===== src/rtl/core/dfuc_pkg.sv =====
// ----------------------------------------------------------------------------
// dfuc_pkg
// Shared types and constants of the DFU class request state machine.
// ----------------------------------------------------------------------------
package dfuc_pkg;

  localparam int unsigned BLOCK_BYTES  = 512;
  localparam int unsigned CFG_IDX_W    = 2;
  localparam int unsigned CFG_DATA_W   = 24;
  localparam int unsigned IN_TDATA_W   = 72;
  localparam int unsigned OUT_TDATA_W  = 80;

  localparam logic [CFG_IDX_W-1:0] CFG_IFACE_NUMBER    = 2'd0;
  localparam logic [CFG_IDX_W-1:0] CFG_DFU_ATTRIBUTES  = 2'd1;
  localparam logic [CFG_IDX_W-1:0] CFG_POLL_TIMEOUT_MS = 2'd2;

  localparam logic [7:0]  IFACE_RESET = 8'd255;
  localparam logic [3:0]  ATTR_RESET  = 4'd1;
  localparam logic [23:0] POLL_RESET  = 24'd10;

  localparam int unsigned ATTR_CAN_DNLOAD  = 0;
  localparam int unsigned ATTR_MAN_TOLERANT = 2;

  localparam logic [1:0] RTYPE_CLASS = 2'b01;

  localparam logic [7:0] REQ_DNLOAD    = 8'd1;
  localparam logic [7:0] REQ_GETSTATUS = 8'd3;
  localparam logic [7:0] REQ_CLRSTATUS = 8'd4;
  localparam logic [7:0] REQ_GETSTATE  = 8'd5;
  localparam logic [7:0] REQ_ABORT     = 8'd6;

  localparam logic [3:0] STAT_OK       = 4'd0;
  localparam logic [3:0] STAT_ERR_PROG = 4'd6;

  localparam logic [9:0] STATUS_BYTES = 10'd6;
  localparam logic [9:0] STATE_BYTES  = 10'd1;

  typedef enum logic [1:0] {
    KIND_CTRL       = 2'd0,
    KIND_FLASHED    = 2'd1,
    KIND_MANIFESTED = 2'd2,
    KIND_NONE       = 2'd3
  } kind_e;

  typedef enum logic [1:0] {
    STAGE_SETUP  = 2'd0,
    STAGE_DATA   = 2'd1,
    STAGE_STATUS = 2'd2,
    STAGE_OTHER  = 2'd3
  } stage_e;

  typedef enum logic [3:0] {
    ST_IDLE     = 4'd2,
    ST_DN_SYNC  = 4'd3,
    ST_DN_BUSY  = 4'd4,
    ST_DN_IDLE  = 4'd5,
    ST_MAN_SYNC = 4'd6,
    ST_MAN      = 4'd7,
    ST_MAN_WAIT = 4'd8,
    ST_ERROR    = 4'd10
  } dfu_state_e;

  typedef enum logic [2:0] {
    ACT_NONE   = 3'd0,
    ACT_ACK    = 3'd1,
    ACT_STATUS = 3'd2,
    ACT_STATE  = 3'd3,
    ACT_RECV   = 3'd4,
    ACT_STALL  = 3'd5
  } action_e;

  typedef struct packed {
    logic [7:0]  iface_number;
    logic [3:0]  dfu_attributes;
    logic [23:0] poll_timeout_ms;
  } cfg_t;

  typedef struct packed {
    kind_e       req_type;
    logic [7:0]  request_type;
    logic [7:0]  request_code;
    logic [15:0] request_value;
    logic [15:0] request_index;
    logic [15:0] request_length;
    stage_e      ctrl_stage;
  } item_t;

  typedef struct packed {
    action_e     action;
    logic [9:0]  xfer_bytes;
    logic [3:0]  resp_status;
    logic [3:0]  resp_state;
    logic [23:0] resp_poll_timeout;
    logic        block_ready;
    logic [24:0] block_offset;
    logic [9:0]  block_length;
  } result_t;

endpackage


===== src/rtl/core/dfu_class_request_fsm_top.sv =====
// ----------------------------------------------------------------------------
// dfu_class_request_fsm_top
// DFU 1.1 class request handler: one control event in, one response out.
// ----------------------------------------------------------------------------
// Input channel s_axis_*: one event per item (control request at one stage
// of a control transfer, or an application report in tuser). Output channel
// m_axis_*: one response item per event (action in tuser, fields in tdata).
// Configuration is written through cfg_we_i / cfg_idx_i / cfg_wdata_i while
// no event is in flight; index 0 interface number, 1 attributes, 2 poll
// timeout.
// Latency: an accepted item is held in the input register and decoded against
// the DFU state; its response is registered in the output register once that
// register is free, which raises m_axis_tvalid.
// Throughput: one item per cycle while m_axis_tready stays high; the state
// registers update in the same cycle as the response is registered, so consecutive items chain directly.
// Stall: when m_axis_tready is low the response is held, the input register
// keeps its item and s_axis_tready drops once both registers are full.
// Reset: state dfuIDLE, status OK, registers back to their defaults, both
// channel registers empty.
// ----------------------------------------------------------------------------
module dfu_class_request_fsm_top (
  input  logic                                 clk_i,
  input  logic                                 rst_ni,
  input  logic                                 cfg_we_i,
  input  logic [dfuc_pkg::CFG_IDX_W-1:0]       cfg_idx_i,
  input  logic [dfuc_pkg::CFG_DATA_W-1:0]      cfg_wdata_i,
  input  logic                                 s_axis_tvalid,
  output logic                                 s_axis_tready,
  // request_type, request_code, request_value, request_index,
  // request_length, ctrl_stage, zero pad
  input  logic [dfuc_pkg::IN_TDATA_W-1:0]      s_axis_tdata,
  // req_type
  input  logic [1:0]                           s_axis_tuser,
  output logic                                 m_axis_tvalid,
  input  logic                                 m_axis_tready,
  // xfer_bytes, resp_status, resp_state, resp_poll_timeout, block_ready,
  // block_offset, block_length, zero pad
  output logic [dfuc_pkg::OUT_TDATA_W-1:0]     m_axis_tdata,
  // action
  output logic [2:0]                           m_axis_tuser
);

  dfuc_pkg::cfg_t    cfg;
  dfuc_pkg::item_t   item_q, item_d;
  dfuc_pkg::result_t res_d, res_q;
  logic              in_valid_q;
  logic              out_valid_q;
  logic              step;

  dfuc_cfg_regs u_cfg (
    .clk_i       (clk_i),
    .rst_ni      (rst_ni),
    .cfg_we_i    (cfg_we_i),
    .cfg_idx_i   (cfg_idx_i),
    .cfg_wdata_i (cfg_wdata_i),
    .cfg_o       (cfg)
  );

  assign step          = in_valid_q && (!out_valid_q || m_axis_tready);
  assign s_axis_tready = !in_valid_q || step;

  always_comb begin
    item_d.req_type       = dfuc_pkg::kind_e'(s_axis_tuser);
    item_d.request_type   = s_axis_tdata[7:0];
    item_d.request_code   = s_axis_tdata[15:8];
    item_d.request_value  = s_axis_tdata[31:16];
    item_d.request_index  = s_axis_tdata[47:32];
    item_d.request_length = s_axis_tdata[63:48];
    item_d.ctrl_stage     = dfuc_pkg::stage_e'(s_axis_tdata[65:64]);
  end

  dfuc_fsm u_fsm (
    .clk_i    (clk_i),
    .rst_ni   (rst_ni),
    .step_i   (step),
    .item_i   (item_q),
    .cfg_i    (cfg),
    .result_o (res_d)
  );

  always_ff @(posedge clk_i or negedge rst_ni) begin
    if (!rst_ni) begin
      in_valid_q  <= 1'b0;
      out_valid_q <= 1'b0;
    end else begin
      if (s_axis_tready) in_valid_q <= s_axis_tvalid;
      if (step)          out_valid_q <= 1'b1;
      else if (m_axis_tready) out_valid_q <= 1'b0;
    end
  end

  always_ff @(posedge clk_i) begin
    if (s_axis_tready && s_axis_tvalid) item_q <= item_d;
    if (step)                           res_q  <= res_d;
  end

  assign m_axis_tvalid = out_valid_q;
  assign m_axis_tuser  = res_q.action;
  assign m_axis_tdata  = {2'b00,
                          res_q.block_length,
                          res_q.block_offset,
                          res_q.block_ready,
                          res_q.resp_poll_timeout,
                          res_q.resp_state,
                          res_q.resp_status,
                          res_q.xfer_bytes};

endmodule


===== src/rtl/core/dfuc_cfg_regs.sv =====
// ----------------------------------------------------------------------------
// dfuc_cfg_regs
// Configuration registers written through a plain index/data write port.
// ----------------------------------------------------------------------------
module dfuc_cfg_regs (
  input  logic                               clk_i,
  input  logic                               rst_ni,
  input  logic                               cfg_we_i,
  input  logic [dfuc_pkg::CFG_IDX_W-1:0]     cfg_idx_i,
  input  logic [dfuc_pkg::CFG_DATA_W-1:0]    cfg_wdata_i,
  output dfuc_pkg::cfg_t                     cfg_o
);

  dfuc_pkg::cfg_t cfg_q, cfg_d;

  always_comb begin
    cfg_d = cfg_q;
    if (cfg_we_i) begin
      unique case (cfg_idx_i)
        dfuc_pkg::CFG_IFACE_NUMBER:    cfg_d.iface_number    = cfg_wdata_i[7:0];
        dfuc_pkg::CFG_DFU_ATTRIBUTES:  cfg_d.dfu_attributes  = cfg_wdata_i[3:0];
        dfuc_pkg::CFG_POLL_TIMEOUT_MS: cfg_d.poll_timeout_ms = cfg_wdata_i[23:0];
        default: ;
      endcase
    end
  end

  always_ff @(posedge clk_i or negedge rst_ni) begin
    if (!rst_ni) begin
      cfg_q.iface_number    <= dfuc_pkg::IFACE_RESET;
      cfg_q.dfu_attributes  <= dfuc_pkg::ATTR_RESET;
      cfg_q.poll_timeout_ms <= dfuc_pkg::POLL_RESET;
    end else begin
      cfg_q <= cfg_d;
    end
  end

  assign cfg_o = cfg_q;

endmodule


===== src/rtl/core/dfuc_fsm.sv =====
// ----------------------------------------------------------------------------
// dfuc_fsm
// DFU state and status registers with the request decode of one item.
// ----------------------------------------------------------------------------
module dfuc_fsm (
  input  logic                 clk_i,
  input  logic                 rst_ni,
  input  logic                 step_i,
  input  dfuc_pkg::item_t      item_i,
  input  dfuc_pkg::cfg_t       cfg_i,
  output dfuc_pkg::result_t    result_o
);

  dfuc_pkg::dfu_state_e state_q, state_d;
  logic [3:0]           status_q, status_d;
  logic                 man_done_q, man_done_d;

  logic        addressed;
  logic        sent;
  logic        can_dnload;
  logic        tolerant;
  logic [24:0] offset_full;

  assign can_dnload  = cfg_i.dfu_attributes[dfuc_pkg::ATTR_CAN_DNLOAD];
  assign tolerant    = cfg_i.dfu_attributes[dfuc_pkg::ATTR_MAN_TOLERANT];
  assign addressed   = (item_i.request_type[6:5] == dfuc_pkg::RTYPE_CLASS) &&
                       (item_i.request_index == {8'd0, cfg_i.iface_number});
  assign offset_full = 25'(item_i.request_value) * 25'(dfuc_pkg::BLOCK_BYTES);

  always_comb begin
    state_d    = state_q;
    status_d   = status_q;
    man_done_d = man_done_q;
    sent       = 1'b0;
    result_o   = '0;
    result_o.action = dfuc_pkg::ACT_NONE;

    unique case (item_i.req_type)
      dfuc_pkg::KIND_FLASHED: begin
        if (state_q == dfuc_pkg::ST_DN_BUSY) state_d = dfuc_pkg::ST_DN_IDLE;
      end
      dfuc_pkg::KIND_MANIFESTED: begin
        if (state_q == dfuc_pkg::ST_MAN) begin
          man_done_d = 1'b1;
          state_d    = tolerant ? dfuc_pkg::ST_MAN_SYNC : dfuc_pkg::ST_MAN_WAIT;
        end
      end
      dfuc_pkg::KIND_CTRL: begin
        if (addressed) begin
          if (item_i.request_type[7]) begin
            priority if (item_i.ctrl_stage == dfuc_pkg::STAGE_DATA) begin
              result_o.action = dfuc_pkg::ACT_ACK;
            end else if (item_i.request_code == dfuc_pkg::REQ_GETSTATUS) begin
              result_o.action            = dfuc_pkg::ACT_STATUS;
              result_o.xfer_bytes        = dfuc_pkg::STATUS_BYTES;
              result_o.resp_poll_timeout = cfg_i.poll_timeout_ms;
              sent                       = 1'b1;
              if (state_q == dfuc_pkg::ST_DN_SYNC) begin
                state_d = dfuc_pkg::ST_DN_BUSY;
              end else if (state_q == dfuc_pkg::ST_MAN_SYNC) begin
                priority if (!man_done_q) state_d = dfuc_pkg::ST_MAN;
                else if (tolerant)        state_d = dfuc_pkg::ST_IDLE;
                else                      state_d = dfuc_pkg::ST_MAN_WAIT;
              end
            end else if (item_i.request_code == dfuc_pkg::REQ_GETSTATE) begin
              result_o.action     = dfuc_pkg::ACT_STATE;
              result_o.xfer_bytes = dfuc_pkg::STATE_BYTES;
              sent                = 1'b1;
            end else begin
              result_o.action = dfuc_pkg::ACT_STALL;
              state_d         = dfuc_pkg::ST_ERROR;
            end
          end else begin
            priority if (item_i.request_code == dfuc_pkg::REQ_CLRSTATUS) begin
              if (state_q == dfuc_pkg::ST_ERROR || status_q != dfuc_pkg::STAT_OK) begin
                status_d = dfuc_pkg::STAT_OK;
                state_d  = dfuc_pkg::ST_IDLE;
              end
              result_o.action = dfuc_pkg::ACT_ACK;
            end else if (item_i.request_code == dfuc_pkg::REQ_ABORT) begin
              state_d         = dfuc_pkg::ST_IDLE;
              result_o.action = dfuc_pkg::ACT_ACK;
            end else if (item_i.request_code == dfuc_pkg::REQ_DNLOAD) begin
              priority if (!can_dnload) begin
                state_d         = dfuc_pkg::ST_ERROR;
                result_o.action = dfuc_pkg::ACT_STALL;
              end else if (state_q != dfuc_pkg::ST_IDLE &&
                           state_q != dfuc_pkg::ST_DN_IDLE) begin
                status_d        = dfuc_pkg::STAT_ERR_PROG;
                state_d         = dfuc_pkg::ST_ERROR;
                result_o.action = dfuc_pkg::ACT_STALL;
              end else if (item_i.request_length == '0 &&
                           state_q == dfuc_pkg::ST_IDLE) begin
                status_d        = dfuc_pkg::STAT_ERR_PROG;
                state_d         = dfuc_pkg::ST_ERROR;
                result_o.action = dfuc_pkg::ACT_STALL;
              end else if (item_i.request_length == '0) begin
                man_done_d      = 1'b0;
                state_d         = dfuc_pkg::ST_MAN_SYNC;
                result_o.action = dfuc_pkg::ACT_ACK;
              end else if (32'(item_i.request_length) > 32'(dfuc_pkg::BLOCK_BYTES)) begin
                status_d        = dfuc_pkg::STAT_ERR_PROG;
                state_d         = dfuc_pkg::ST_ERROR;
                result_o.action = dfuc_pkg::ACT_STALL;
              end else if (item_i.ctrl_stage == dfuc_pkg::STAGE_SETUP) begin
                result_o.action     = dfuc_pkg::ACT_RECV;
                result_o.xfer_bytes = item_i.request_length[9:0];
              end else begin
                state_d               = dfuc_pkg::ST_DN_SYNC;
                result_o.action       = dfuc_pkg::ACT_ACK;
                result_o.block_ready  = 1'b1;
                result_o.block_offset = offset_full;
                result_o.block_length = item_i.request_length[9:0];
              end
            end else begin
              result_o.action = dfuc_pkg::ACT_STALL;
              state_d         = dfuc_pkg::ST_ERROR;
            end
          end
        end
      end
      default: ;
    endcase

    result_o.resp_status = sent ? status_q : status_d;
    result_o.resp_state  = sent ? state_q  : state_d;
  end

  always_ff @(posedge clk_i or negedge rst_ni) begin
    if (!rst_ni) begin
      state_q    <= dfuc_pkg::ST_IDLE;
      status_q   <= dfuc_pkg::STAT_OK;
      man_done_q <= 1'b0;
    end else if (step_i) begin
      state_q    <= state_d;
      status_q   <= status_d;
      man_done_q <= man_done_d;
    end
  end

endmodule


===== config.mk =====
export PLATFORM = sky130hd
export DESIGN_NAME = dfu_class_request_fsm_top
export DESIGN_NICKNAME = d
export VERILOG_FILES = /design/src/rtl/core/dfuc_pkg.sv /design/src/rtl/core/dfu_class_request_fsm_top.sv /design/src/rtl/core/dfuc_cfg_regs.sv /design/src/rtl/core/dfuc_fsm.sv
export SDC_FILE = /design/constraint.sdc
export NUM_CORES = 1
export LEC_CHECK = 0
export ABC_CLOCK_PERIOD_IN_PS = 2600
export BUFFER_PORTS_ARGS = -buffer_cell sky130_fd_sc_hd__buf_2
export CAP_MARGIN = 20
export CORE_MARGIN = 2
export CORE_UTILIZATION = 36
export CTS_BUF_LIST = sky130_fd_sc_hd__clkbuf_2
export DETAILED_ROUTE_END_ITERATION = 6
export SLEW_MARGIN = 20
export SYNTH_ARGS = -nofsm -noshare
export SYNTH_HDL_FRONTEND = slang
export SYNTH_SLANG_ARGS = --single-unit

===== constraint.sdc =====
create_clock -name clk_i -period 2.6 [get_ports clk_i]
set_input_delay 0.13 -clock clk_i [delete_from_list [all_inputs] [get_ports clk_i]]
set_output_delay 0.13 -clock clk_i [all_outputs]
set_load 0.005 [all_outputs]

==> results of run 1 <==
-- power groups by stage --
| stage | registers [mW] | clock network (mW) | logic (mW) |
|---|---|---|---|
| global placement | 3.52 | 0 | 0.484 |
| finish | 3.47 | 1.43 | 0.629 |
| detailed placement | 3.54 | 0 | 0.499 |
| global route | 3.50 | 1.62 | 0.690 |
| CTS | 3.47 | 1.50 | 0.627 |
| floorplan | 3.52 | 0 | 0.259 |
-- metal layers --
metal,GRT usage [%],vias up,part of all wire (%)
li1,-,2395,-
met1,20.08,2399,44
met2,26.77,154,49
met3,3.668,20,4.8
met4,5.098,0,1.5
met5,0,-,0
-- state kept, by name, indices dropped and copies added (netlist names) --
signal / cells
u_fsm.state_q: 4
m_axis_tdata: 69
u_fsm.man_done_q: 1
m_axis_tvalid: 1
in_valid_q: 1
u_fsm.status_q: 4
m_axis_tuser: 3
item_q: 63
u_cfg.cfg_o: 34
-- cell families (layout without fill, tap and decap cells) --
| group | count (synthesis) | in the layout | synth area share [%] |
|---|---|---|---|
| xor+xnor | 8 | 8 | 0.9671 |
| mux | 35 | 35 | 5.422 |
| simple gates | 185 | 185 | 14.97 |
| buf+inv | 29 | 332 | 2.245 |
| flops | 180 | 180 | 71.70 |
| other cells | 1 | 12 | 0.05175 |
| compound gates | 49 | 49 | 4.645 |
-- worst paths after layout --
path,from,cells after the start,to
max,item_q[4],7,m_axis_tdata[57]
min,s_axis_tdata[30],2,item_q[48]
max reg2reg,item_q[4],7,m_axis_tdata[57]
min reg2reg,in_valid_q,1,m_axis_tvalid
max in group asynchronous,rst_ni,3,u_cfg.cfg_o[34]
min in group asynchronous,rst_ni,3,u_cfg.cfg_o[23]
-- synth_stat cells (3+ instances only) --
cell      count
a21oi_1      11
a31oi_1       5
and2_1       61
and3_1        5
buf_4        13
clkbuf_1     10
dfrtp_1      33
dfstp_2      12
edfxtp_1    135
inv_1         5
mux2_2       34
nand2_1      18
nand2b_1      7
nand3_1       7
nand3b_1      3
nand4_1       5
nand4b_1      3
nor2_1       28
nor2b_1       8
nor3_1       13
nor3b_1       3
nor4_1        8
o211ai_1      3
o21ai_0       7
o22ai_1       3
o31ai_1       3
or4_1         4
xnor2_1       8
-- stage by stage --
stage | area [um2] | worst slack (ps) | std cells | util, % | hold slack (ps)
2_1_floorplan | 7287 | 97.82 | 497 | - | -165.6
3_3_place_gp | 8522 | 76.01 | 926 | 43.50 | 306.3
3_5_place_dp | 8522 | 47.48 | 926 | 43.50 | 308.1
4_1_cts | 9791 | 9.460 | 1060 | 49.98 | 1.282
5_1_grt | 9862 | 20.19 | 1066 | 50.34 | 0.6514
6_report | 9862 | 139.8 | 1066 | 50.34 | 96.25
-- what timing repair did --
item,CTS,global route
gates resized for setup,1,3
endpoints found under the setup margin,29,57
hold buffers,102,5
hold endpoints to repair,132,37
setup buffers,0,0
pin swaps,0,1
-- final cells by class --
cell class	count	area (um2)	area share [%]
Tap cell	265	331.6	3.362
Clock inverter	14	151.4	1.535
Clock buffer	18	90.09	0.9135
Multi-Input combinational cell	288	1952	19.79
Antenna cell	1	2.502	0.02537
Sequential cell	180	5195	52.68
Inverter	5	22.52	0.2284
Timing Repair Buffer	295	2117	21.47
==> flow_metrics.env, run 1 <==
export IMPL_synthCells=487
export IMPL_drive_gt1_share_pct=34.75
export IMPL_die_area_mm2=0.02128
export IMPL_critPathTopFamily="simple AND/OR/NAND/NOR gates"
export IMPL_drcViolationCount=5
export IMPL_slew_headroom_pct=60.05
export IMPL_totalPowerFinal_mw=5.534
export IMPL_finalHoldViolations=0
export IMPL_ant_nets=0
export IMPL_final_common_cell="buf_2"
export IMPL_required_ps=3190
export IMPL_die_height_um=145.9
export IMPL_grt_max_degree=71
export IMPL_routed_via_density=4.660
export IMPL_startpoint_type="register"
export IMPL_report_final_slew_viol_count=0
export IMPL_core_area_mm2=0.01959
export IMPL_ios=190
export IMPL_dr_pass1_iters=7
export IMPL_finalCriticalPeriod_ps=2460
export IMPL_wl_per_cell_um=15.70
export IMPL_dr_total_vias=4968
export IMPL_power_internal_mw=4.169
export IMPL_setup_violations=0
export IMPL_finClkSkew_ps=40.49
export IMPL_slowest_stage="or4_1"
export IMPL_ys_ff_latch=180
export IMPL_antenna_found_initial=1
export IMPL_status="finished, violations left"
export IMPL_grt_pass1_wl_mm=26.38
export IMPL_grt_usage_pct=15.79
export IMPL_fin_setup_tns_ps=0
export IMPL_start_util_pct=36.99
export IMPL_rsz0062_at_grt="false"
export IMPL_clock_latency_ps=720
export IMPL_synth_edf_count=135
export IMPL_grt_ovfl_total=0
export IMPL_worst_slew_pin_slew_ps=599.3
export IMPL_synth_top_cells_by_area="edfxtp_1, dfrtp_1, mux2_2"
export IMPL_synth_top_area_cell="edfxtp_1"
export IMPL_synthArstFlopShare_pct=25.00
export IMPL_max_freq_mhz=406.5
export IMPL_failed_checks="DRC"
export IMPL_final_cell_mix="buf_2, edfxtp_1, dlygate4sd3_1, and2_1, mux2_2"
export IMPL_io_buffers=167
export IMPL_gp_congestion=0.8865
export IMPL_die_x_um=145.9
export IMPL_p_per_area_mw_per_mm2=561.1
export IMPL_synth_distinct_cells=54
export IMPL_ir_drop_uv=224.0
export IMPL_timing_final_crit_share_pct=94.62
export IMPL_hold_class="in -> reg"
export IMPL_pwr_share_seq_pct=62.7
export IMPL_area_delta_synth_final_pct=36.11
export IMPL_clock_power_share_pct=25.9
export IMPL_worst_setup_path_type="reg -> reg"
export IMPL_cts_sinks=180
export IMPL_cts_tree="done"
export IMPL_swShare_pct=24.66
export IMPL_synth_top_area_share_pct=55.95
export IMPL_synth_area_mm2=0.007246
export IMPL_r2r_slack_ps=140
export IMPL_cap_violations=0
export IMPL_ys_warnings_count=0
export IMPL_nets=892
export IMPL_syn_avg_cell_area_um2=14.88
export IMPL_crit_chain="or4_1 -> o31a_1 -> nor4_4 -> nand4b_2 -> nor2_4 -> buf_12 -> and2_1"
export IMPL_drt_initial_drc_count=258
export IMPL_nFillCells=1699
export IMPL_clk_pin_slew_ps=270
export IMPL_critPathArrivalTime_ps=3050
export IMPL_slowest_delay_ps=560
export IMPL_wl_mm=16.74
export IMPL_clockBufferDepth=2
export IMPL_synth_ff_type="edfxtp_1"
export IMPL_clockRootBuffer="clkbuf_2"
export IMPL_rows=51
export IMPL_grt_pass1_vias=5184
export IMPL_synth_seq_area_share_pct=71.70
export IMPL_p_leak_nw=3.933
export IMPL_cts_buffers=17
export IMPL_place_detailed_hpwl_mm=11.26
export IMPL_h_tree_depth=4
export IMPL_netSwitchingPower_mw=1.364
export IMPL_critPathMaxFanout=27
export IMPL_worstSetupEndpointType="register"
export IMPL_pwr_share_comb_pct=11.4
export IMPL_path_buf_inv=1
(Power assumes the default switching activity.)
==> inputs of run 2 (changes only) <==
--- a/config.mk
+++ b/config.mk
@@ -12,6 +12,7 @@
 export CORE_UTILIZATION = 36
 export CTS_BUF_LIST = sky130_fd_sc_hd__clkbuf_2
 export DETAILED_ROUTE_END_ITERATION = 6
+export RECOVER_POWER = 25
 export SLEW_MARGIN = 20
 export SYNTH_ARGS = -nofsm -noshare
 export SYNTH_HDL_FRONTEND = slang
==> run 2 against run 1 <==
  * The run now ends clean
  * Non-clock buffer count did not move
  * Core utilization fell by 0.070 points
  * Final area fell by 0.14%
  * Register-to-register slack improved by 20 ps
  * Sequential cell count did not move
  * Global-route usage did not move
  * Wire length barely moved
  * Fmax rose by 0.62%
  * Via count rose by 0.36%
  * Setup slack improved by 15 ps
  * Combinational power barely moved
==> flow_metrics.env, run 2 (same netlist as run 1, synthesis figures left out) <==
export IMPL_pwr_share_comb_pct=11.4
export IMPL_netSwitchingPower_mw=1.365
export IMPL_met2_usage_pct=26.77
export IMPL_critPathArrivalTime_ps=3030
export IMPL_p_per_area_mw_per_mm2=561.6
export IMPL_wl_per_cell_um=15.71
export IMPL_cap_violations=0
export IMPL_grt_pass1_wl_mm=26.38
export IMPL_swShare_pct=24.68
export IMPL_setup_ws_ps=155.0
export IMPL_worst_setup_path_type="reg -> reg"
export IMPL_drcViolationCount=0
export IMPL_core_area_mm2=0.01959
export IMPL_rsz0062_at_grt="false"
export IMPL_timing_final_crit_share_pct=94.04
export IMPL_grt_usage_pct=15.79
export IMPL_post_cts_buffers=0
export IMPL_p_leak_nw=3.912
export IMPL_h_tree_depth=4
export IMPL_rows=51
export IMPL_start_util_pct=36.99
export IMPL_grt_util_met3_pct=3.668
export IMPL_fin_setup_tns_ps=0
export IMPL_cts_buffers=17
export IMPL_cts_tree="done"
export IMPL_report_final_slew_viol_count=0
export IMPL_max_freq_mhz=409.0
export IMPL_required_ps=3190
export IMPL_dr_total_vias=4986
export IMPL_nets=892
export IMPL_area_delta_synth_final_pct=35.92
export IMPL_ant_nets=0
export IMPL_final_cells=1066
export IMPL_placed_cells=926
export IMPL_finClkSkew_ps=40.34
export IMPL_clk_pin_slew_ps=270
export IMPL_largest_reg_flops=69
export IMPL_gp_congestion=0.8865
export IMPL_antenna_found_initial=1
export IMPL_status="completed"
export IMPL_grt_busiest_layer="met2"
export IMPL_hold_ws_ps=99.48
export IMPL_die_area_mm2=0.02128
export IMPL_drive_gt1_share_pct=33.75
export IMPL_finalHoldViolations=0
export IMPL_routed_via_density=4.677
export IMPL_ir_drop_uv=223.8
export IMPL_grt_pass1_vias=5184
export IMPL_ios=190
export IMPL_power_internal_mw=4.166
export IMPL_final_cell_mix="buf_2, edfxtp_1, dlygate4sd3_1, and2_1, mux2_2"
export IMPL_finalCriticalPeriod_ps=2445
export IMPL_setup_violations=0
export IMPL_place_detailed_hpwl_mm=11.26
export IMPL_die_height_um=145.9
export IMPL_clockRootBuffer="clkbuf_2"
export IMPL_worst_slew_pin_slew_ps=1270
export IMPL_drt_initial_drc_count=261
export IMPL_dp_worst_setup_slack_ps=47.48
export IMPL_final_util_pct=50.27
export IMPL_clock_latency_ps=720
export IMPL_die_x_um=145.9
export IMPL_clockBufferDepth=2
export IMPL_io_buffers=167
export IMPL_wl_mm=16.75
export IMPL_dr_pass1_iters=4
export IMPL_cts_sinks=180
export IMPL_grt_util_met1_pct=20.08
export IMPL_hold_class="in -> reg"
export IMPL_grt_ovfl_total=0
export IMPL_pwr_share_seq_pct=62.7
export IMPL_slew_headroom_pct=15.31
export IMPL_worstSetupEndpointType="register"
export IMPL_grt_max_degree=71
export IMPL_critPathMaxFanout=27
export IMPL_startpoint_type="register"
export IMPL_final_common_cell="buf_2"
export IMPL_clock_power_share_pct=25.9
[run 2: area by class of cell]
type	count	area, um2
timing repair buffer	295	2103
clock inverter	14	151.4
inverter	5	22.52
tap	265	331.6
multi-input combinational	288	1952
fill	1705	9742
antenna	1	2.502
clock buffer	18	90.09
sequential	180	5195
[run 2: power by group through the flow]
stage / registers, mW / logic, mW / clock network, mW
finish: 3.47 / 0.628 / 1.43
global route: 3.50 / 0.689 / 1.62
floorplan: 3.52 / 0.259 / 0
global placement: 3.52 / 0.484 / 0
CTS: 3.47 / 0.627 / 1.50
detailed placement: 3.54 / 0.499 / 0
[run 2: metrics by stage]
stage | area (um2) | power [mW]
3_3_place_gp | 8522 | 4.006
3_5_place_dp | 8522 | 4.035
5_1_grt | 9848 | 5.809
2_1_floorplan | 7287 | 3.780
6_report | 9848 | 5.531
4_1_cts | 9791 | 5.598
[run 2: critical path, stage by stage, from the launching register on]
cell and delay, ps:
edfxtp_1 460, or4_1 560, o31a_1 340, nor4_4 300
nand4b_2 220, nor2_4 140, buf_12 160, and2_1 140
[run 2: worst paths after layout]
check | start | endpoint | slack [ps] | depth (start not counted)
worst max-delay path | item_q[4] | m_axis_tdata[57] | 160 | 7
worst min-delay path | s_axis_tdata[30] | item_q[48] | 100 | 2
worst max register to register | item_q[4] | m_axis_tdata[57] | 160 | 7
worst min register to register | in_valid_q | m_axis_tvalid | 530 | 1
max in group asynchronous | rst_ni | u_fsm.status_q[0] | 1190 | 3
min in group asynchronous | rst_ni | u_cfg.cfg_o[23] | 690 | 3
[run 2: what timing repair did]
item	in CTS	in global routing
hold buffers	102	5
hold endpoints to repair	132	37
pin swaps	0	1
endpoints found under the setup margin	29	57
gates resized for setup	1	3
[run 2: per-layer routing]
layer | wire (um) | part of all wire (%)
met1 | 7411 | 44
met2 | 8264 | 49
met3 | 824 | 4.9
met4 | 249 | 1.5
met5 | 0 | 0
==> inputs of run 3 (changes only) <==
--- a/config.mk
+++ b/config.mk
@@ -5,7 +5,7 @@
 export SDC_FILE = /design/constraint.sdc
 export NUM_CORES = 1
 export LEC_CHECK = 0
-export ABC_CLOCK_PERIOD_IN_PS = 2600
+export ABC_CLOCK_PERIOD_IN_PS = 2370
 export BUFFER_PORTS_ARGS = -buffer_cell sky130_fd_sc_hd__buf_2
 export CAP_MARGIN = 20
 export CORE_MARGIN = 2
==> constraint.sdc (replaced) <==
create_clock -name clk_i -period 2.37 [get_ports clk_i]
set_input_delay 0.1185 -clock clk_i [delete_from_list [all_inputs] [get_ports clk_i]]
set_output_delay 0.1185 -clock clk_i [all_outputs]
set_load 0.005 [all_outputs]
==> run 3 against run 2 <==
  * The run now ends with setup timing left
  * Largest power group unchanged
  * First-iteration DRC count shrank 4.2%
  * Via count grew 6.9%
  * Critical endpoint is now m_axis_tdata[4]
  * Register-to-register slack lost 180 ps
  * Fmax grew 2.3%
  * Die area is the same
  * Final area grew 7.8%
  * Wire length grew 11%
  * Hold slack gained 4.9 ps
  * Final cell count grew 5.8%
  * Clock skew grew 7.9 ps
==> flow_metrics.env, run 3 (same netlist as run 1, synthesis figures left out) <==
export IMPL_status="finished, violations left"
export IMPL_failed_checks="setup timing"
export IMPL_die_x_um=145.9
export IMPL_hp_start="s_axis_tdata[61]"
export IMPL_max_freq_mhz=418.2
export IMPL_grt_ovfl_total=0
export IMPL_ir_drop_uv=368.3
export IMPL_clock_latency_ps=750
export IMPL_largest_reg_flops=69
export IMPL_cap_violations=0
export IMPL_io_buffers=167
export IMPL_grt_usage_pct=17.49
export IMPL_grt_pass1_vias=5592
export IMPL_worst_slew_pin_slew_ps=1413
export IMPL_setup_violations=16
export IMPL_nFillCells=1668
export IMPL_p_per_area_mw_per_mm2=591.6
export IMPL_startpoint_type="register"
export IMPL_grt_max_degree=64
export IMPL_slowest_delay_ps=550
export IMPL_cts_tree="done"
export IMPL_final_common_cell="buf_2"
export IMPL_die_height_um=145.9
export IMPL_start_util_pct=36.99
export IMPL_ant_nets=0
export IMPL_p_leak_nw=4.280
export IMPL_n_antenna_cell=0
export IMPL_clk_pin_slew_ps=240
export IMPL_critPathArrivalTime_ps=3000
export IMPL_required_ps=2980
export IMPL_routed_via_density=4.724
export IMPL_dr_total_vias=5329
export IMPL_h_tree_depth=4
export IMPL_r2r_slack_ps=-20
export IMPL_timing_final_crit_share_pct=100.9
export IMPL_dp_worst_setup_slack_ps=-71.33
export IMPL_critPathMaxFanout=8
export IMPL_nets=955
export IMPL_finClkSkew_ps=48.27
export IMPL_drcViolationCount=0
export IMPL_ios=190
export IMPL_gp_congestion=0.8424
export IMPL_fin_setup_tns_ps=-159.1
export IMPL_report_final_slew_viol_count=0
export IMPL_dr_pass1_iters=5
export IMPL_cts_buffers=17
export IMPL_grt_pass1_wl_mm=29.00
export IMPL_core_area_mm2=0.01959
export IMPL_finalCriticalPeriod_ps=2391
export IMPL_worst_path_most_repeated_cell="buf_4"
export IMPL_multi_input_area_mm2=0.002123
export IMPL_hold_ws_ps=104.3
export IMPL_seq_area_mm2=0.005195
export IMPL_wl_per_cell_um=16.48
export IMPL_setup_ws_ps=-21.17
export IMPL_r2r_start="item_q[7]"
export IMPL_area_delta_synth_final_pct=46.52
export IMPL_rows=51
export IMPL_final_cell_mix="buf_2, dlygate4sd3_1, edfxtp_1, and2_1"
export IMPL_finalHoldViolations=0
export IMPL_crit_chain="or4_4 -> o31a_1 -> nor4_4 -> buf_4 -> nand4b_4 -> nor3_2 -> buf_4 -> and2_1"
export IMPL_die_area_mm2=0.02128
export IMPL_slew_headroom_pct=5.810
export IMPL_rsz0062_at_grt="true"
export IMPL_drive_gt1_share_pct=37.66
export IMPL_slowest_stage="or4_4"
export IMPL_place_detailed_hpwl_mm=12.00
export IMPL_wl_mm=18.59
export IMPL_critPathLaunch="item_q[7]"
export IMPL_clockRootBuffer="clkbuf_2"
export IMPL_clockBufferDepth=2
export IMPL_worstSetupEndpointType="register"
export IMPL_drt_initial_drc_count=250
export IMPL_cts_sinks=180
export IMPL_antenna_found_initial=0
export IMPL_worst_setup_path_type="reg -> reg"
export IMPL_hold_class="in -> reg"
[run 3: cell count changes in the layout (fill, tap and decap cells not counted), sizes merged]
cell         delta
buf            +17
clkbuf         +10
clkinvlp        -3
diode           -1
dlygate4sd3    +39
[run 3: timing repair]
| item | 4_1_cts | 5_1_grt |
|---|---|---|
| resized for setup | 3 | 41 |
| pin swaps | 2 | 21 |
| endpoints found under the setup margin | 74 | 78 |
| cloned | 0 | 3 |
| hold buffers | 140 | 6 |
| buffers inserted | 2 | 4 |
| hold endpoints to repair | 158 | 6 |
[run 3: metrics by stage]
| step | power [mW] | util, % | cells | instance area (um2) |
|---|---|---|---|---|
| 5_1_grt | 6.573 | 54.19 | 1128 | 10620 |
| 3_3_place_gp | 4.426 | 44.13 | 941 | 8645 |
| 3_5_place_dp | 4.461 | 44.13 | 941 | 8645 |
| 4_1_cts | 6.277 | 52.63 | 1115 | 10310 |
| 6_report | 6.281 | 54.19 | 1128 | 10620 |
| 2_1_floorplan | 4.146 | - | 497 | 7298 |
[run 3: layout make-up]
type                    instances  share of cell area, %
clock inverters                11                  1.226
clock buffers                  21                 0.9900
repair buffers                358                  25.52
well taps                     265                  3.123
inverters                       5                 0.2121
multi-input cells             288                  20.00
flip-flops and latches        180                  48.93
[run 3: report_power, final]
group | switching, mW | internal, mW | leakage (nW)
sequential | 0.128 | 3.70 | 1.85
combinational | 0.350 | 0.493 | 2.29
clock | 1.10 | 0.515 | 0.145
[run 3: per-layer routing]
| layer | vias up | global-route usage [%] | routed length (um) |
|---|---|---|---|
| met2 | 196 | 30.35 | 9371 |
| met3 | 16 | 4.389 | 953 |
| met5 | - | 0 | 0 |
| met4 | 0 | 4.412 | 180 |
| met1 | 2600 | 21.91 | 8079 |
| li1 | 2517 | - | - |
[run 3: worst max-delay path, delay by kind of cell, from the launching register on]
family,cells,cell delay (ps)
compound gates,1,340
simple gates,5,1150
flops,1,470
buf+inv,2,330
[run 3: path summary, 6_finish.rpt]
| check | cells after the start | end |
|---|---|---|
| max | 8 | m_axis_tdata[4] |
| min | 2 | item_q[15] |
| max reg2reg | 8 | m_axis_tdata[4] |
| min reg2reg | 1 | m_axis_tdata[58] |
| max in group asynchronous | 4 | u_cfg.cfg_o[22] |
| min in group asynchronous | 3 | u_cfg.cfg_o[6] |
